`src/rtl/bmp_stream_to_rgb565_top_macros.svh`:
```
// ----------------------------------------------------------------------------
// BMP to RGB565 assertion macros
// Shared concurrent assertion forms for the converter RTL.
// ----------------------------------------------------------------------------
`ifndef BMP_STREAM_TO_RGB565_TOP_MACROS_SVH
`define BMP_STREAM_TO_RGB565_TOP_MACROS_SVH

// same-cycle implication
`define BMP565_ASSERT_IMPLY(name, clk, rst, ante, cons) \
   name: assert property (@(posedge clk) disable iff (rst) (ante) |-> (cons)) \
      else $error("same-cycle implication violated");

// next-cycle implication
`define BMP565_ASSERT_NEXT(name, clk, rst, ante, cons) \
   name: assert property (@(posedge clk) disable iff (rst) (ante) |=> (cons)) \
      else $error("next-cycle implication violated");

`endif

```
`src/rtl/bmp565_pkg.sv`:
```
// ----------------------------------------------------------------------------
// BMP to RGB565 package
// Phase type, status codes, header layout and field widths.
// ----------------------------------------------------------------------------
package bmp565_pkg;

   localparam int INDEX_BITS = 22;
   localparam int COLOR_BITS = 16;
   localparam int DIM_BITS   = 12;
   localparam int STATUS_BITS = 2;

   localparam int HEADER_BYTES = 54;
   localparam int POS_OFFSET   = 10;
   localparam int POS_WIDTH    = 18;
   localparam int POS_HEIGHT   = 22;
   localparam int POS_DEPTH    = 28;

   localparam logic [15:0] DEPTH_INDEXED = 16'd8;
   localparam logic [15:0] DEPTH_BGR     = 16'd24;

   typedef logic [STATUS_BITS-1:0] status_type;

   localparam status_type STATUS_PIXEL = 2'd0;
   localparam status_type STATUS_LAST  = 2'd1;
   localparam status_type STATUS_DEPTH = 2'd2;
   localparam status_type STATUS_SIZE  = 2'd3;

   typedef enum logic [1:0] {
      PH_HEADER,
      PH_PALETTE,
      PH_PIXELS,
      PH_IDLE
   } phase_type;

endpackage

```
`src/rtl/bmp565_if.sv`:
```
// ----------------------------------------------------------------------------
// BMP to RGB565 channel interfaces
// Valid/ready channels for file bytes in and pixel beats out.
// ----------------------------------------------------------------------------
interface bmp565_req_if;
   import bmp565_pkg::*;

   logic       valid;
   logic       ready;
   logic [7:0] file_byte;
   logic       start_of_file;

   modport source (output valid, output file_byte, output start_of_file, input ready);
   modport sink   (input valid, input file_byte, input start_of_file, output ready);
endinterface

interface bmp565_rsp_if;
   import bmp565_pkg::*;

   logic                  valid;
   logic                  ready;
   logic [INDEX_BITS-1:0] pixel_index;
   logic [COLOR_BITS-1:0] color;
   status_type            status;
   logic [DIM_BITS-1:0]   image_width;
   logic [DIM_BITS-1:0]   image_height;

   modport source (output valid, output pixel_index, output color, output status,
                   output image_width, output image_height, input ready);
   modport sink   (input valid, input pixel_index, input color, input status,
                   input image_width, input image_height, output ready);
endinterface

```
`src/rtl/bmp565_ram.sv`:
```
// ----------------------------------------------------------------------------
// Generic RAM
// One write port, one read port with registered read data.
// ----------------------------------------------------------------------------
module bmp565_ram #(
   parameter int WIDTH = 16,
   parameter int DEPTH = 256
) (
   input  logic                     clock,
   input  logic                     wr_en,
   input  logic [$clog2(DEPTH)-1:0] wr_addr,
   input  logic [WIDTH-1:0]         wr_data,
   input  logic                     rd_en,
   input  logic [$clog2(DEPTH)-1:0] rd_addr,
   output logic [WIDTH-1:0]         rd_data
);

   logic [WIDTH-1:0] mem_ff [DEPTH];
   logic [WIDTH-1:0] rd_data_ff;

   always_ff @(posedge clock) begin
      if (wr_en) begin
         mem_ff[wr_addr] <= wr_data;
      end
   end

   always_ff @(posedge clock) begin
      if (rd_en) begin
         rd_data_ff <= mem_ff[rd_addr];
      end
   end

   assign rd_data = rd_data_ff;

endmodule

```
`src/rtl/bmp_stream_to_rgb565_top.sv`:
```
// ----------------------------------------------------------------------------
// BMP stream to RGB565 converter
// Parses a BMP byte stream, loads the palette into RAM and emits RGB565 pixels.
// ----------------------------------------------------------------------------
// Path: a pixel beat goes through the stage-1 register, then the output register.
// Throughput: one byte per cycle while stage 1 can pass its beat on; the parser
// state updates per accepted byte, one palette RAM read per indexed pixel.
// Reset: synchronous, clears the parser and both pipeline stages; palette RAM
// contents are kept and gated by the loaded-entry count, so there is no sweep.
`include "bmp_stream_to_rgb565_top_macros.svh"

module bmp_stream_to_rgb565_top #(
   parameter int MAX_WIDTH       = 2048,
   parameter int MAX_HEIGHT      = 2048,
   parameter int PALETTE_ENTRIES = 256
) (
   input logic          clock,
   input logic          reset,
   bmp565_req_if.sink   req_chan,
   bmp565_rsp_if.source rsp_chan
);
   import bmp565_pkg::*;

   localparam int WB  = $clog2(MAX_WIDTH + 1);
   localparam int HB  = $clog2(MAX_HEIGHT + 1);
   localparam int LB  = $clog2(PALETTE_ENTRIES + 1);
   localparam int PAB = $clog2(PALETTE_ENTRIES);
   localparam int PB  = HB + WB;

   typedef struct packed {
      logic [31:0]     pos;
      logic [31:0]     offset;
      logic [31:0]     raw_w;
      logic [31:0]     raw_h;
      logic [15:0]     raw_d;
      logic [WB-1:0]   width;
      logic [HB-1:0]   height;
      logic            top;
      logic            is24;
      logic [LB-1:0]   loaded;
      logic [WB-1:0]   col;
      logic [HB-1:0]   row;
      logic [1:0]      bip;
      logic [15:0]     partial;
      logic [1:0]      pad;
   } parser_type;

   localparam parser_type PARSER_RESET = '0;

   phase_type  phase_ff, phase_in, phase_cur;
   parser_type st_ff, st_in, cur;

   logic       req_accept, out_load;
   logic [7:0] b;

   logic        hdr_last, depth_ok, size_ok, pal_byte, in_pix, pad_skip, px_done;
   logic        col_end, row_end;
   logic [31:0] mag;
   logic [1:0]  pix_bip, pad_amt, row_bytes;
   logic [15:0] pix_partial;
   logic [WB-1:0] col_next;
   logic [HB-1:0] row_next;

   logic             pal_we, pal_re, ram_we;
   logic [15:0]      ram_rdata;

   logic             s0_emit, s0_pal;
   status_type       s0_status;
   logic [HB-1:0]    s0_row;
   logic [WB-1:0]    s0_col, s0_width;
   logic [HB-1:0]    s0_height;
   logic [15:0]      s0_color;

   logic             s1_valid_ff, s1_pal_ff;
   status_type       s1_status_ff;
   logic [HB-1:0]    s1_row_ff, s1_height_ff;
   logic [WB-1:0]    s1_col_ff, s1_width_ff;
   logic [15:0]      s1_color_ff;
   logic [PB-1:0]    s1_prod;

   logic                  rsp_valid_ff;
   logic [INDEX_BITS-1:0] rsp_index_ff, rsp_index_in;
   logic [COLOR_BITS-1:0] rsp_color_ff, rsp_color_in;
   status_type            rsp_status_ff;
   logic [DIM_BITS-1:0]   rsp_width_ff, rsp_width_in, rsp_height_ff, rsp_height_in;

   // handshake
   assign out_load       = s1_valid_ff && (!rsp_valid_ff || rsp_chan.ready);
   assign req_chan.ready = !s1_valid_ff || out_load;
   assign req_accept     = req_chan.valid && req_chan.ready;
   assign b              = req_chan.file_byte;

   // restart folds into the current view of the state
   assign phase_cur = req_chan.start_of_file ? PH_HEADER : phase_ff;
   assign cur       = req_chan.start_of_file ? PARSER_RESET : st_ff;

   assign hdr_last = cur.pos == 32'(HEADER_BYTES - 1);
   assign depth_ok = (cur.raw_d == DEPTH_INDEXED) || (cur.raw_d == DEPTH_BGR);
   assign mag      = cur.raw_h[31] ? (32'd0 - cur.raw_h) : cur.raw_h;
   assign size_ok  = (cur.raw_w != 32'd0) && (cur.raw_w <= 32'(MAX_WIDTH)) &&
                     (mag != 32'd0) && (mag <= 32'(MAX_HEIGHT));
   assign pal_byte = cur.pos < cur.offset;
   assign in_pix   = (phase_cur == PH_PIXELS) || ((phase_cur == PH_PALETTE) && !pal_byte);
   assign pix_bip     = (phase_cur == PH_PALETTE) ? 2'd0 : cur.bip;
   assign pix_partial = (phase_cur == PH_PALETTE) ? 16'd0 : cur.partial;
   assign pad_skip = cur.pad != 2'd0;
   assign px_done  = in_pix && !pad_skip && (!cur.is24 || (pix_bip == 2'd2));
   assign col_next = cur.col + 1'b1;
   assign row_next = cur.row + 1'b1;
   assign col_end  = col_next == cur.width;
   assign row_end  = col_end && (row_next == cur.height);
   assign row_bytes = cur.is24 ? 2'(cur.width[1:0] * 2'd3) : cur.width[1:0];
   assign pad_amt   = 2'd0 - row_bytes;

   // next phase
   always_comb begin
      phase_in = phase_cur;
      unique case (phase_cur)
         PH_HEADER: begin
            if (hdr_last) begin
               phase_in = (depth_ok && size_ok) ? PH_PALETTE : PH_IDLE;
            end
         end
         PH_PALETTE: begin
            if (!pal_byte) begin
               phase_in = (px_done && row_end) ? PH_IDLE : PH_PIXELS;
            end
         end
         PH_PIXELS: begin
            if (px_done && row_end) begin
               phase_in = PH_IDLE;
            end
         end
         PH_IDLE: begin
            phase_in = PH_IDLE;
         end
      endcase
   end

   // parser datapath and stage-0 beat
   always_comb begin
      logic [1:0] lane;
      logic [1:0] k;
      lane = cur.pos[1:0] - 2'(POS_OFFSET);
      k    = cur.pos[1:0] - 2'(HEADER_BYTES);
      st_in = cur;
      st_in.pos = (cur.pos == '1) ? cur.pos : cur.pos + 32'd1;
      pal_we    = 1'b0;
      pal_re    = 1'b0;
      s0_emit   = 1'b0;
      s0_pal    = 1'b0;
      s0_status = STATUS_PIXEL;
      s0_row    = '0;
      s0_col    = '0;
      s0_width  = '0;
      s0_height = '0;
      s0_color  = '0;
      unique case (phase_cur)
         PH_HEADER: begin
            if (cur.pos >= 32'(POS_OFFSET) && cur.pos <= 32'(POS_OFFSET + 3)) begin
               st_in.offset = cur.offset | (32'(b) << {lane, 3'b000});
            end else if (cur.pos >= 32'(POS_WIDTH) && cur.pos <= 32'(POS_WIDTH + 3)) begin
               st_in.raw_w = cur.raw_w | (32'(b) << {lane, 3'b000});
            end else if (cur.pos >= 32'(POS_HEIGHT) && cur.pos <= 32'(POS_HEIGHT + 3)) begin
               st_in.raw_h = cur.raw_h | (32'(b) << {lane, 3'b000});
            end else if (cur.pos >= 32'(POS_DEPTH) && cur.pos <= 32'(POS_DEPTH + 1)) begin
               st_in.raw_d = cur.raw_d | (16'(b) << {lane[0], 3'b000});
            end
            if (hdr_last) begin
               if (!depth_ok) begin
                  s0_emit   = 1'b1;
                  s0_status = STATUS_DEPTH;
               end else if (!size_ok) begin
                  s0_emit   = 1'b1;
                  s0_status = STATUS_SIZE;
               end else begin
                  st_in.width  = WB'(cur.raw_w);
                  st_in.height = HB'(mag);
                  st_in.top    = cur.raw_h[31];
                  st_in.is24   = cur.raw_d == DEPTH_BGR;
               end
            end
         end
         PH_PALETTE, PH_PIXELS: begin
            if (!in_pix) begin
               unique case (k)
                  2'd0: st_in.partial = {11'd0, b[7:3]};
                  2'd1: st_in.partial = cur.partial | {5'd0, b[7:2], 5'd0};
                  2'd2: st_in.partial = cur.partial | {b[7:3], 11'd0};
                  2'd3: begin
                     if (cur.loaded < LB'(PALETTE_ENTRIES)) begin
                        pal_we       = 1'b1;
                        st_in.loaded = cur.loaded + 1'b1;
                     end
                  end
               endcase
            end else begin
               st_in.bip     = pix_bip;
               st_in.partial = pix_partial;
               if (pad_skip) begin
                  st_in.pad = cur.pad - 2'd1;
               end else if (!cur.is24) begin
                  pal_re = 1'b1;
                  s0_pal = LB'(b) < cur.loaded;
               end else begin
                  unique case (pix_bip)
                     2'd0: begin
                        st_in.partial = {11'd0, b[7:3]};
                        st_in.bip     = 2'd1;
                     end
                     2'd1: begin
                        st_in.partial = pix_partial | {5'd0, b[7:2], 5'd0};
                        st_in.bip     = 2'd2;
                     end
                     default: begin
                        s0_color  = pix_partial | {b[7:3], 11'd0};
                        st_in.bip = 2'd0;
                     end
                  endcase
               end
               if (px_done) begin
                  s0_emit   = 1'b1;
                  s0_row    = cur.top ? cur.row : HB'(cur.height - cur.row - 1'b1);
                  s0_col    = cur.col;
                  s0_width  = cur.width;
                  s0_height = cur.height;
                  if (col_end) begin
                     st_in.col = '0;
                     st_in.row = row_next;
                     if (row_end) begin
                        s0_status = STATUS_LAST;
                     end else begin
                        st_in.pad = pad_amt;
                     end
                  end else begin
                     st_in.col = col_next;
                  end
               end
            end
         end
         PH_IDLE: begin
            st_in.pos = (cur.pos == '1) ? cur.pos : cur.pos + 32'd1;
         end
      endcase
   end

   assign ram_we = req_accept && pal_we;

   bmp565_ram #(
      .WIDTH (COLOR_BITS),
      .DEPTH (PALETTE_ENTRIES)
   ) u_palette (
      .clock   (clock),
      .wr_en   (ram_we),
      .wr_addr (cur.loaded[PAB-1:0]),
      .wr_data (cur.partial),
      .rd_en   (req_accept && pal_re),
      .rd_addr (PAB'(b)),
      .rd_data (ram_rdata)
   );

   always_ff @(posedge clock) begin
      if (reset) begin
         phase_ff <= PH_HEADER;
         st_ff    <= PARSER_RESET;
      end else if (req_accept) begin
         phase_ff <= phase_in;
         st_ff    <= st_in;
      end
   end

   // stage 1: waits on palette read data
   always_ff @(posedge clock) begin
      if (reset) begin
         s1_valid_ff <= 1'b0;
      end else if (req_accept) begin
         s1_valid_ff <= s0_emit;
      end else if (out_load) begin
         s1_valid_ff <= 1'b0;
      end
   end

   always_ff @(posedge clock) begin
      if (req_accept && s0_emit) begin
         s1_pal_ff    <= s0_pal;
         s1_status_ff <= s0_status;
         s1_row_ff    <= s0_row;
         s1_col_ff    <= s0_col;
         s1_width_ff  <= s0_width;
         s1_height_ff <= s0_height;
         s1_color_ff  <= s0_color;
      end
   end

   assign s1_prod       = PB'(s1_row_ff) * PB'(s1_width_ff) + PB'(s1_col_ff);
   assign rsp_index_in  = INDEX_BITS'(s1_prod);
   assign rsp_color_in  = s1_pal_ff ? ram_rdata : s1_color_ff;
   assign rsp_width_in  = DIM_BITS'(s1_width_ff);
   assign rsp_height_in = DIM_BITS'(s1_height_ff);

   // output register
   always_ff @(posedge clock) begin
      if (reset) begin
         rsp_valid_ff <= 1'b0;
      end else if (out_load) begin
         rsp_valid_ff <= 1'b1;
      end else if (rsp_chan.ready) begin
         rsp_valid_ff <= 1'b0;
      end
   end

   always_ff @(posedge clock) begin
      if (out_load) begin
         rsp_index_ff  <= rsp_index_in;
         rsp_color_ff  <= rsp_color_in;
         rsp_status_ff <= s1_status_ff;
         rsp_width_ff  <= rsp_width_in;
         rsp_height_ff <= rsp_height_in;
      end
   end

   assign rsp_chan.valid        = rsp_valid_ff;
   assign rsp_chan.pixel_index  = rsp_index_ff;
   assign rsp_chan.color        = rsp_color_ff;
   assign rsp_chan.status       = rsp_status_ff;
   assign rsp_chan.image_width  = rsp_width_ff;
   assign rsp_chan.image_height = rsp_height_ff;

   `BMP565_ASSERT_NEXT(a_s1_hold, clock, reset, s1_valid_ff && !out_load, s1_valid_ff)
   `BMP565_ASSERT_NEXT(a_pal_count, clock, reset, ram_we, st_ff.loaded == $past(cur.loaded) + 1'b1)
   `BMP565_ASSERT_IMPLY(a_err_zero, clock, reset, rsp_valid_ff && (rsp_status_ff == STATUS_DEPTH || rsp_status_ff == STATUS_SIZE), rsp_index_ff == '0 && rsp_color_ff == '0 && rsp_width_ff == '0)
   `BMP565_ASSERT_NEXT(a_last_idle, clock, reset, req_accept && s0_emit && s0_status == STATUS_LAST, phase_ff == PH_IDLE)

endmodule

```
`src/flat_wrapper.sv`:
```
// flat-port wrapper written by rule: the top's interface ports become plain ports
module bmp_stream_to_rgb565_top_flat import bmp565_pkg::*;
#(
   parameter int MAX_WIDTH       = 2048,
   parameter int MAX_HEIGHT      = 2048,
   parameter int PALETTE_ENTRIES = 256
)
  (clock, reset, req_chan_valid, req_chan_file_byte, req_chan_start_of_file, req_chan_ready, rsp_chan_valid, rsp_chan_pixel_index, rsp_chan_color, rsp_chan_status, rsp_chan_image_width, rsp_chan_image_height, rsp_chan_ready);
  bmp565_req_if req_chan_i ();
  bmp565_rsp_if rsp_chan_i ();
  input logic clock;
  input logic reset;
  input wire logic [$bits(req_chan_i.valid)-1:0] req_chan_valid;
  input wire logic [$bits(req_chan_i.file_byte)-1:0] req_chan_file_byte;
  input wire logic [$bits(req_chan_i.start_of_file)-1:0] req_chan_start_of_file;
  output wire logic [$bits(req_chan_i.ready)-1:0] req_chan_ready;
  output wire logic [$bits(rsp_chan_i.valid)-1:0] rsp_chan_valid;
  output wire logic [$bits(rsp_chan_i.pixel_index)-1:0] rsp_chan_pixel_index;
  output wire logic [$bits(rsp_chan_i.color)-1:0] rsp_chan_color;
  output wire logic [$bits(rsp_chan_i.status)-1:0] rsp_chan_status;
  output wire logic [$bits(rsp_chan_i.image_width)-1:0] rsp_chan_image_width;
  output wire logic [$bits(rsp_chan_i.image_height)-1:0] rsp_chan_image_height;
  input wire logic [$bits(rsp_chan_i.ready)-1:0] rsp_chan_ready;
  assign req_chan_i.valid = req_chan_valid;
  assign req_chan_i.file_byte = req_chan_file_byte;
  assign req_chan_i.start_of_file = req_chan_start_of_file;
  assign req_chan_ready = req_chan_i.ready;
  assign rsp_chan_valid = rsp_chan_i.valid;
  assign rsp_chan_pixel_index = rsp_chan_i.pixel_index;
  assign rsp_chan_color = rsp_chan_i.color;
  assign rsp_chan_status = rsp_chan_i.status;
  assign rsp_chan_image_width = rsp_chan_i.image_width;
  assign rsp_chan_image_height = rsp_chan_i.image_height;
  assign rsp_chan_i.ready = rsp_chan_ready;
  bmp_stream_to_rgb565_top #(.MAX_WIDTH(MAX_WIDTH), .MAX_HEIGHT(MAX_HEIGHT), .PALETTE_ENTRIES(PALETTE_ENTRIES)) u_core (.clock(clock), .reset(reset), .req_chan(req_chan_i), .rsp_chan(rsp_chan_i));
endmodule
```
`config.mk`:
```
export PLATFORM = sky130hd
export DESIGN_NAME = bmp_stream_to_rgb565_top_flat
export DESIGN_NICKNAME = d
export VERILOG_FILES = /design/src/rtl/bmp565_pkg.sv /design/src/rtl/bmp565_if.sv /design/src/rtl/bmp565_ram.sv /design/src/rtl/bmp_stream_to_rgb565_top.sv /design/src/flat_wrapper.sv
export VERILOG_INCLUDE_DIRS = /design/src /design/src/rtl
export SDC_FILE = /design/constraint.sdc
export NUM_CORES = 2
export LEC_CHECK = 0
export BUFFER_PORTS_ARGS = -buffer_cell sky130_fd_sc_hd__buf_2
export CAP_MARGIN = 40
export CORE_ASPECT_RATIO = 1.1
export CORE_UTILIZATION = 45
export DETAILED_ROUTE_END_ITERATION = 6
export GPL_TIMING_DRIVEN = 0
export SETUP_SLACK_MARGIN = 0.3
export SYNTH_ARGS = -nofsm -noshare
export SYNTH_HDL_FRONTEND = slang
export SYNTH_SLANG_ARGS = --single-unit
```
`constraint.sdc`:
```
create_clock -name clock -period 17.2 [get_ports clock]
set_input_delay 3.44 -clock clock [delete_from_list [all_inputs] [get_ports clock]]
set_output_delay 3.44 -clock clock [all_outputs]
set_load 0.005 [all_outputs]
```
---- Word level (Yosys, flattened, before mapping) ----
Memories as Yosys holds them, arrays and structs flattened. A register that Yosys moved wholly into a read port is not among the register bits.
Cells that the tools add are included.
word-level totals
  register bits ........................... 358
  RAM bits ................................ 4,096
  output and inout port bits .............. 66
  memories kept ........................... 1
operators by class
  $add $sub $neg .......................... 11
  multipliers ............................. 2
  order comparisons ....................... 13
  equality and inequality tests ........... 14
  shift operators ......................... 2
  multiplexer cells ....................... 73
  bitwise gates (word level) .............. 11
  reductions and logical operators ........ 40
memories
  memory                   depth  bits a word  rd ports  clocked after memory_dff  write ports  line              RTL
  u_core.u_palette.mem_ff  256    16           1         1                         1            bmp565_ram.sv:18  logic [WIDTH-1:0] mem_ff [DEPTH];
operator list
  operator                 count
  $mux W223                1
  $mux W32                 5
  $mux W138                1
  $mux W26                 4
  $ge A32 B5 Y1 const B    3
  $le A32 B5 Y1 const B    3
  $or A32 B32 Y32          3
  $mux W16                 5
  $mux W80                 1
  $le A32 B12 Y1 const B   2
  $reduce_bool A32 Y1      2
  $mux W53                 1
  $mux W48                 1
  $or A16 B16 Y16          3
  $pmux W16 S3             1
  $mux W12                 3
  $mux W18                 2
  $mux W2                  17
  $add A32 B1 Y32 const B  1
  $eq A32 B32 Y1 const B   1
  $eq A32 B6 Y1 const B    1
  $ge A32 B4 Y1 const B    1
  $le A32 B4 Y1 const B    1
  $lt A32 B32 Y1           1
  other kinds (38)         102

---- Longest topological paths before layout ----
  depth after elaboration ................. 11
  depth in mapped cells ................... 24

---- Hierarchy ----
Synthesis repeated with hierarchy kept, for this count alone.
unflattened totals
  cell total of the unflattened synthesis .. 10,027
  area total of the unflattened synthesis .. 182,448.7 sq um
modules (own cells, without submodules)
  module                    instances  cells an instance  area an instance (sq um)  sequential area each (sq um)
  bmp565_ram                1          7,360              158,874.9                 123,478.4
  bmp_stream_to_rgb565_top  1          2,667              23,573.9                  8,478.1

---- Least setup slack after synthesis ----
No wires, ideal clock.
  path type ............................... input-to-reg
  from .................................... input req_chan_start_of_file
  to ...................................... register u_core.s1_height_ff[0], in the netlist u_core.rsp_height_in[0] (enable)
  setup time .............................. 0.574 ns
  data arrival time ....................... 12.359 ns
  required time ........................... 16.626 ns
  setup slack ............................. 4.267 ns
  stages .................................. 21
  buffers on the path ..................... 11
  cells stage by stage .................... buf_2 -> buf_2 -> clkbuf_1 -> buf_2 -> buf_2 -> buf_1 -> clkbuf_1 -> clkbuf_1 -> buf_1 -> clkbuf_1 -> nor2b_1 -> ha_1 -> nand4_1 -> nor4_1 -> a221o_1 -> a211o_1 -> o21a_1 -> o211ai_1 -> clkbuf_1 -> o21a_1 -> nor3_1
between the ends
  longest elaborated chain between the ends .. 11
  elaborated cells on any way between the ends .. 38
  those cells by class .................... add/sub (1); order compare (3); eq/ne (6); mux (10); reduce/logical (18)
RTL lines
  element                                                                  line                             RTL
  from (decl)                                                              flat_wrapper.sv:15               input wire logic [$bits(req_chan_i.start_of_file)-1:0] req_chan_start_of_file;
  parallel branches: the longest is 9 deep, another holds $sub A1 B32 Y32  --
  $pmux W1 S2 (*)                                                          bmp_stream_to_rgb565_top.sv:158  unique case (phase_cur)
  $logic_and A1 B1 Y1 (*)                                                  bmp_stream_to_rgb565_top.sv:284  if (req_accept && s0_emit) begin
  to (signal assigned)                                                     bmp_stream_to_rgb565_top.sv:290  s1_height_ff <= s0_height;
  to (decl)                                                                bmp_stream_to_rgb565_top.sv:76   logic [HB-1:0] s1_row_ff, s1_height_ff;
Mark *: on every way between the ends.
A chain may end at the register's enable or synchronous reset.

---- Worst setup path in the final report ----
  from .................................... input req_chan_start_of_file
  to ...................................... memory u_core.u_palette.mem_ff[145][7] (enable)
between the ends
  longest elaborated chain between the ends .. 10
  elaborated cells on any way between the ends .. 19
  those cells by class .................... add/sub (1); order compare (2); eq/ne (3); mux (8); reduce/logical (5)
RTL lines
  element                        line                             RTL
  $mux W223                      bmp_stream_to_rgb565_top.sv:95   assign cur = req_chan.start_of_file ? PARSER_RESET : st_ff;
  $lt A32 B32 Y1                 bmp_stream_to_rgb565_top.sv:102  assign pal_byte = cur.pos < cur.offset;
  $logic_not A1 Y1               bmp_stream_to_rgb565_top.sv:103  assign in_pix = (phase_cur == PH_PIXELS) || ((phase_cur == PH_PALETTE) && !pal_byte);
  $logic_and A1 B1 Y1            bmp_stream_to_rgb565_top.sv:103
  $logic_or A1 B1 Y1             bmp_stream_to_rgb565_top.sv:103
  $mux W1                        bmp_stream_to_rgb565_top.sv:185  if (!in_pix) begin
  $mux W1                        bmp_stream_to_rgb565_top.sv:158
  $logic_and A1 B1 Y1            bmp_stream_to_rgb565_top.sv:247  assign ram_we = req_accept && pal_we;
  $mux W1                        bmp565_ram.sv:22                 if (wr_en) begin
  $mux W1 (not written as such)  bmp565_ram.sv:23                 mem_ff[wr_addr] <= wr_data;
  to (decl)                      bmp565_ram.sv:18
Several ways; a longest one is shown, not always the timed one.

==> key figures <==
Setup path
  • Critical Path Start Type: input port
  • R2R depth: 17
  • CP required: 17.88 ns
  • Worst Setup EP: u_core.u_palette.mem_ff[145][7]
  • Reg2reg start: u_core.s1_row_ff[9]
  • CP endpoint kind: flip-flop
  • Worst Setup SP: req_chan_start_of_file
  • Reg-to-Reg End: u_core.rsp_chan.pixel_index[19]
  • Setup CP Type: in -> reg
  • CP max FO: 10
  • Setup slack, reg-to-reg: approximately 11 ns
  • Critical path arrival: 14.88 ns

Timing
  • Final hold violations: 0
  • Setup tns final: 0 ns
  • Crit path time final: 14.20 ns
  • Max_slew headroom: 32.6%
  • Finish-stage setup viols: 0
  • Final Cycle Share: between 80% and 90%
  • Max-slew violation count: 0
  • FMAX: 70.4 MHz
  • Clock skew: 0.0664 ns
  • RSZ-0062 raised after global routing: no
  • Worst Tran Pin Value: 1.01 ns

CTS
  • Clk_lat worst skew: 1.00 ns
  • CTS clk-pin slew, worst paths: 0.06 ns
  • CTS Buf Count: 433
  • Post-CTS sizing: 0
  • CTS tree: yes
  • Hold buffers post-CTS: 0
  • H-tree levels: 5
  • Deepest clock path buffer count: 4
  • CTS Sinks: 4,470
  • Setup Buffers After CTS: 0
  • Root Driver: clkbuf_16

Drt
  • Metal3 WL: 40,900 um
  • WL/cell: 33.1 um
  • Drt total wl: 514,000 um
  • Remaining DRCs: 2
  • Vias after detailed routing: 94,300
  • DR WL met2: between 200,000 and 300,000 um
  • 1st-pass router iterations: 7
  • DRT iter0 DRCs: between 10,000 and 15,000
  • Vias/cell: 6.08
  • Highest Signal Layer: met5
  • Antenna Nets Post-Route: 0
  • Wl on met1: 196,000 um

Synth
  • Largest family of logic cells by synthesized area: multiplexers
  • Mapped Nets: 9,053
  • Cells after Synth: roughly 8,800
  • Sequential share of the synthesized area: 73.1%
  • EDFF count, synth: 4,243
  • Main flop type after synthesis: edfxtp_1
  • Simple-Gate Fraction of Synth Area: approximately 3.6%
  • #FFs+latches synth: 4,470
  • Post-synthesis compound-gate area fraction: 1.95%
  • Adder-cell share of the synthesized area: 2.11%
  • Most frequent cells after synthesis: edfxtp_1 (4,243), mux4_2 (1,360), nor2_1 (549)
  • Share of flip-flops with an asynchronous set or reset: 0%
  • Top-count cell post-synth: edfxtp_1
  • Multiplexer share of the synthesized area: 17.2%
  • Synth Area in XOR/XNOR: less than 1%
  • Synthesized cell area: 0.180 mm^2
  • Synth area leader: edfxtp_1
  • Synth top area cells: edfxtp_1 (71%), mux4_2 (17%), dfxtp_1 (2.5%)
  • Number of distinct library cells after synthesis: 85
  • Synth top area share: 70.6%
  • Number of synthesis warnings: 0
  • Avg Synthesized Cell Area: 20.5 um^2

Floorplanning
  • Top-Level Pins: 79
  • Die Y: around 670 um
  • Row cnt: 243
  • Die Wd: 606 um
  • Initial Util: between 40% and 50%
  • Core area: 0.399 mm^2
  • Die area: 0.403 mm^2

Placed design
  • Dpl hpwl: 373,000 um
  • Port Buffers: 76
  • Gp weighted congestion: 0.932
  • Placed Instances: 14,700

Min path
  • Worst Hold Class: reg -> reg

Power
  • Worst IR drop on VDD: 0.0835 mV
  • P_leak: 55.5 nW
  • PwrDens: 102 mW/mm^2

Global routing
  • Initial antenna violation count: 37
  • Gr ovfl total: 0
  • Largest net degree at the start of global routing: 172
  • First-pass GRT wire length: 723,000 um
  • Global Route Usage Sum: 25.4%
  • Vias in the first global route: 95,200

Final layout
  • Final nets: 10,100
  • Area grow syn2layout: 16.9%
  • Layout cells sized above 1: 29.2%
  • Non-filler cells, final: between 15,000 and 20,000

Run status
  • Status: finished, violations left
  • Failing checks: design-rule violations

Flow run
  • # Max-Cap Violations: 0
==> through the flow <==
| step | worst slack (ns) | hold WS (ns) | utilization, % | power [W] | cell area (um^2) |
|---|---|---|---|---|---|
| global placement | -6.38 | 0.404 | 47.0 | 0.0124 | 187000 |
| finish | 3.00 | 0.418 | 52.9 | 0.0216 | 211000 |
| detailed placement | 2.50 | 0.405 | 49.4 | 0.0125 | 197000 |
| floorplan | 4.27 | 0.400 | - | 0.0122 | 180000 |
| CTS | 3.49 | 0.420 | 52.9 | 0.0217 | 211000 |
| global route | 2.86 | 0.422 | 52.9 | 0.0221 | 211000 |
==> layout make-up <==
cell class | count | area (um^2)
Tap cell | 5267 | 6590
Multi-Input combinational cell | 3597 | 46400
Inverter | 212 | 841
Clock buffer | 535 | 11500
Fill cell | 30600 | 188000
Buffer | 524 | 2070
Antenna cell | 15 | 37.5
Clock inverter | 245 | 2290
Timing Repair Buffer | 654 | 9200
Sequential cell | 4470 | 132000
==> placed cells by master, fill, tap and decap left out, types with 127 or more instances in the layout <==
master,count
clkbuf_1,447
and2_1,127
nor2_1,307
clkbuf_16,443
nor2_2,241
nand2_1,282
dfxtp_1,227
buf_8,312
mux4_2,1360
buf_6,135
inv_1,203
edfxtp_1,4243
==> critical path, stage by stage <==
cell and delay (ns):
buf_2 0.17, buf_2 0.37, buf_2 0.47, clkbuf_1 0.71, buf_2 0.57, buf_2 0.50, buf_1 0.40, clkbuf_1 0.37
buf_8 0.21, clkbuf_1 0.57, buf_1 0.65, clkbuf_1 0.72, nor2b_1 0.12, ha_1 0.33, a21o_1 0.16, a21o_1 0.17
a21o_1 0.21, a221o_1 0.35, a211o_1 0.37, o21ai_1 0.60, nand2_1 0.37, clkbuf_1 0.48, or4_1 0.90, clkbuf_1 0.36
clkbuf_1 0.39, nor2_2 0.57, buf_6 0.24
==> sequential cells by signal (all words and copies together) (netlist names) <==
register,flops
u_core.rsp_height_in,12
u_core.s1_status_ff,2
u_core.s1_valid_ff,1
u_core.s1_color_ff,16
u_core.s1_col_ff,12
u_core.st_ff,223
u_core.s1_pal_ff,1
u_core.rsp_chan.pixel_index,22
u_core.rsp_chan.valid,1
u_core.rsp_chan.image_height,12
u_core.rsp_width_in,12
u_core.rsp_chan.image_width,12
u_core.rsp_chan.color,16
u_core.s1_row_ff,12
u_core.u_palette.rd_data,16
u_core.phase_ff,2
u_core.u_palette.mem_ff,4096
u_core.rsp_chan.status,2
==> how the worst min path moves through the flow <==
stage	from	endpoint	slack, ns	cells after the start
floorplan	u_core.rsp_height_in[0]	u_core.rsp_chan.image_height[0]	0.40	0
global placement	u_core.rsp_height_in[7]	u_core.rsp_chan.image_height[7]	0.40	0
detailed placement	u_core.rsp_height_in[1]	u_core.rsp_chan.image_height[1]	0.41	0
CTS	u_core.rsp_height_in[1]	u_core.rsp_chan.image_height[1]	0.42	0
global route	u_core.rsp_height_in[8]	u_core.rsp_chan.image_height[8]	0.42	0
finish	u_core.rsp_height_in[1]	u_core.rsp_chan.image_height[1]	0.42	0
==> power breakdown <==
part / total [W] / internal (W) / switching [W]
combinational: 0.000520 / 0.000194 / 0.000327
sequential: 0.0117 / 0.0117 / 0.000000366
clock: 0.00934 / 0.00524 / 0.00410
total: 0.0216 / 0.0172 / 0.00442
==> kinds of logic (layout without fill, tap and decap cells) <==
logic type	after synthesis	in the layout
simple gates	1360	1360
compound gates	501	501
flops	4470	4470
xor+xnor	110	110
buf+inv	736	2170
mux	1389	1389
other cells	0	15
fa+ha+maj	237	237
==> layer usage <==
metal / global-route usage [%] / vias up
met4: 10.1 / 6
met1: 33.7 / 50600
met2: 42.0 / 4486
met3: 4.32 / 869
met5: 0 / -
li1: - / 38400
(Power assumes the default switching activity.)
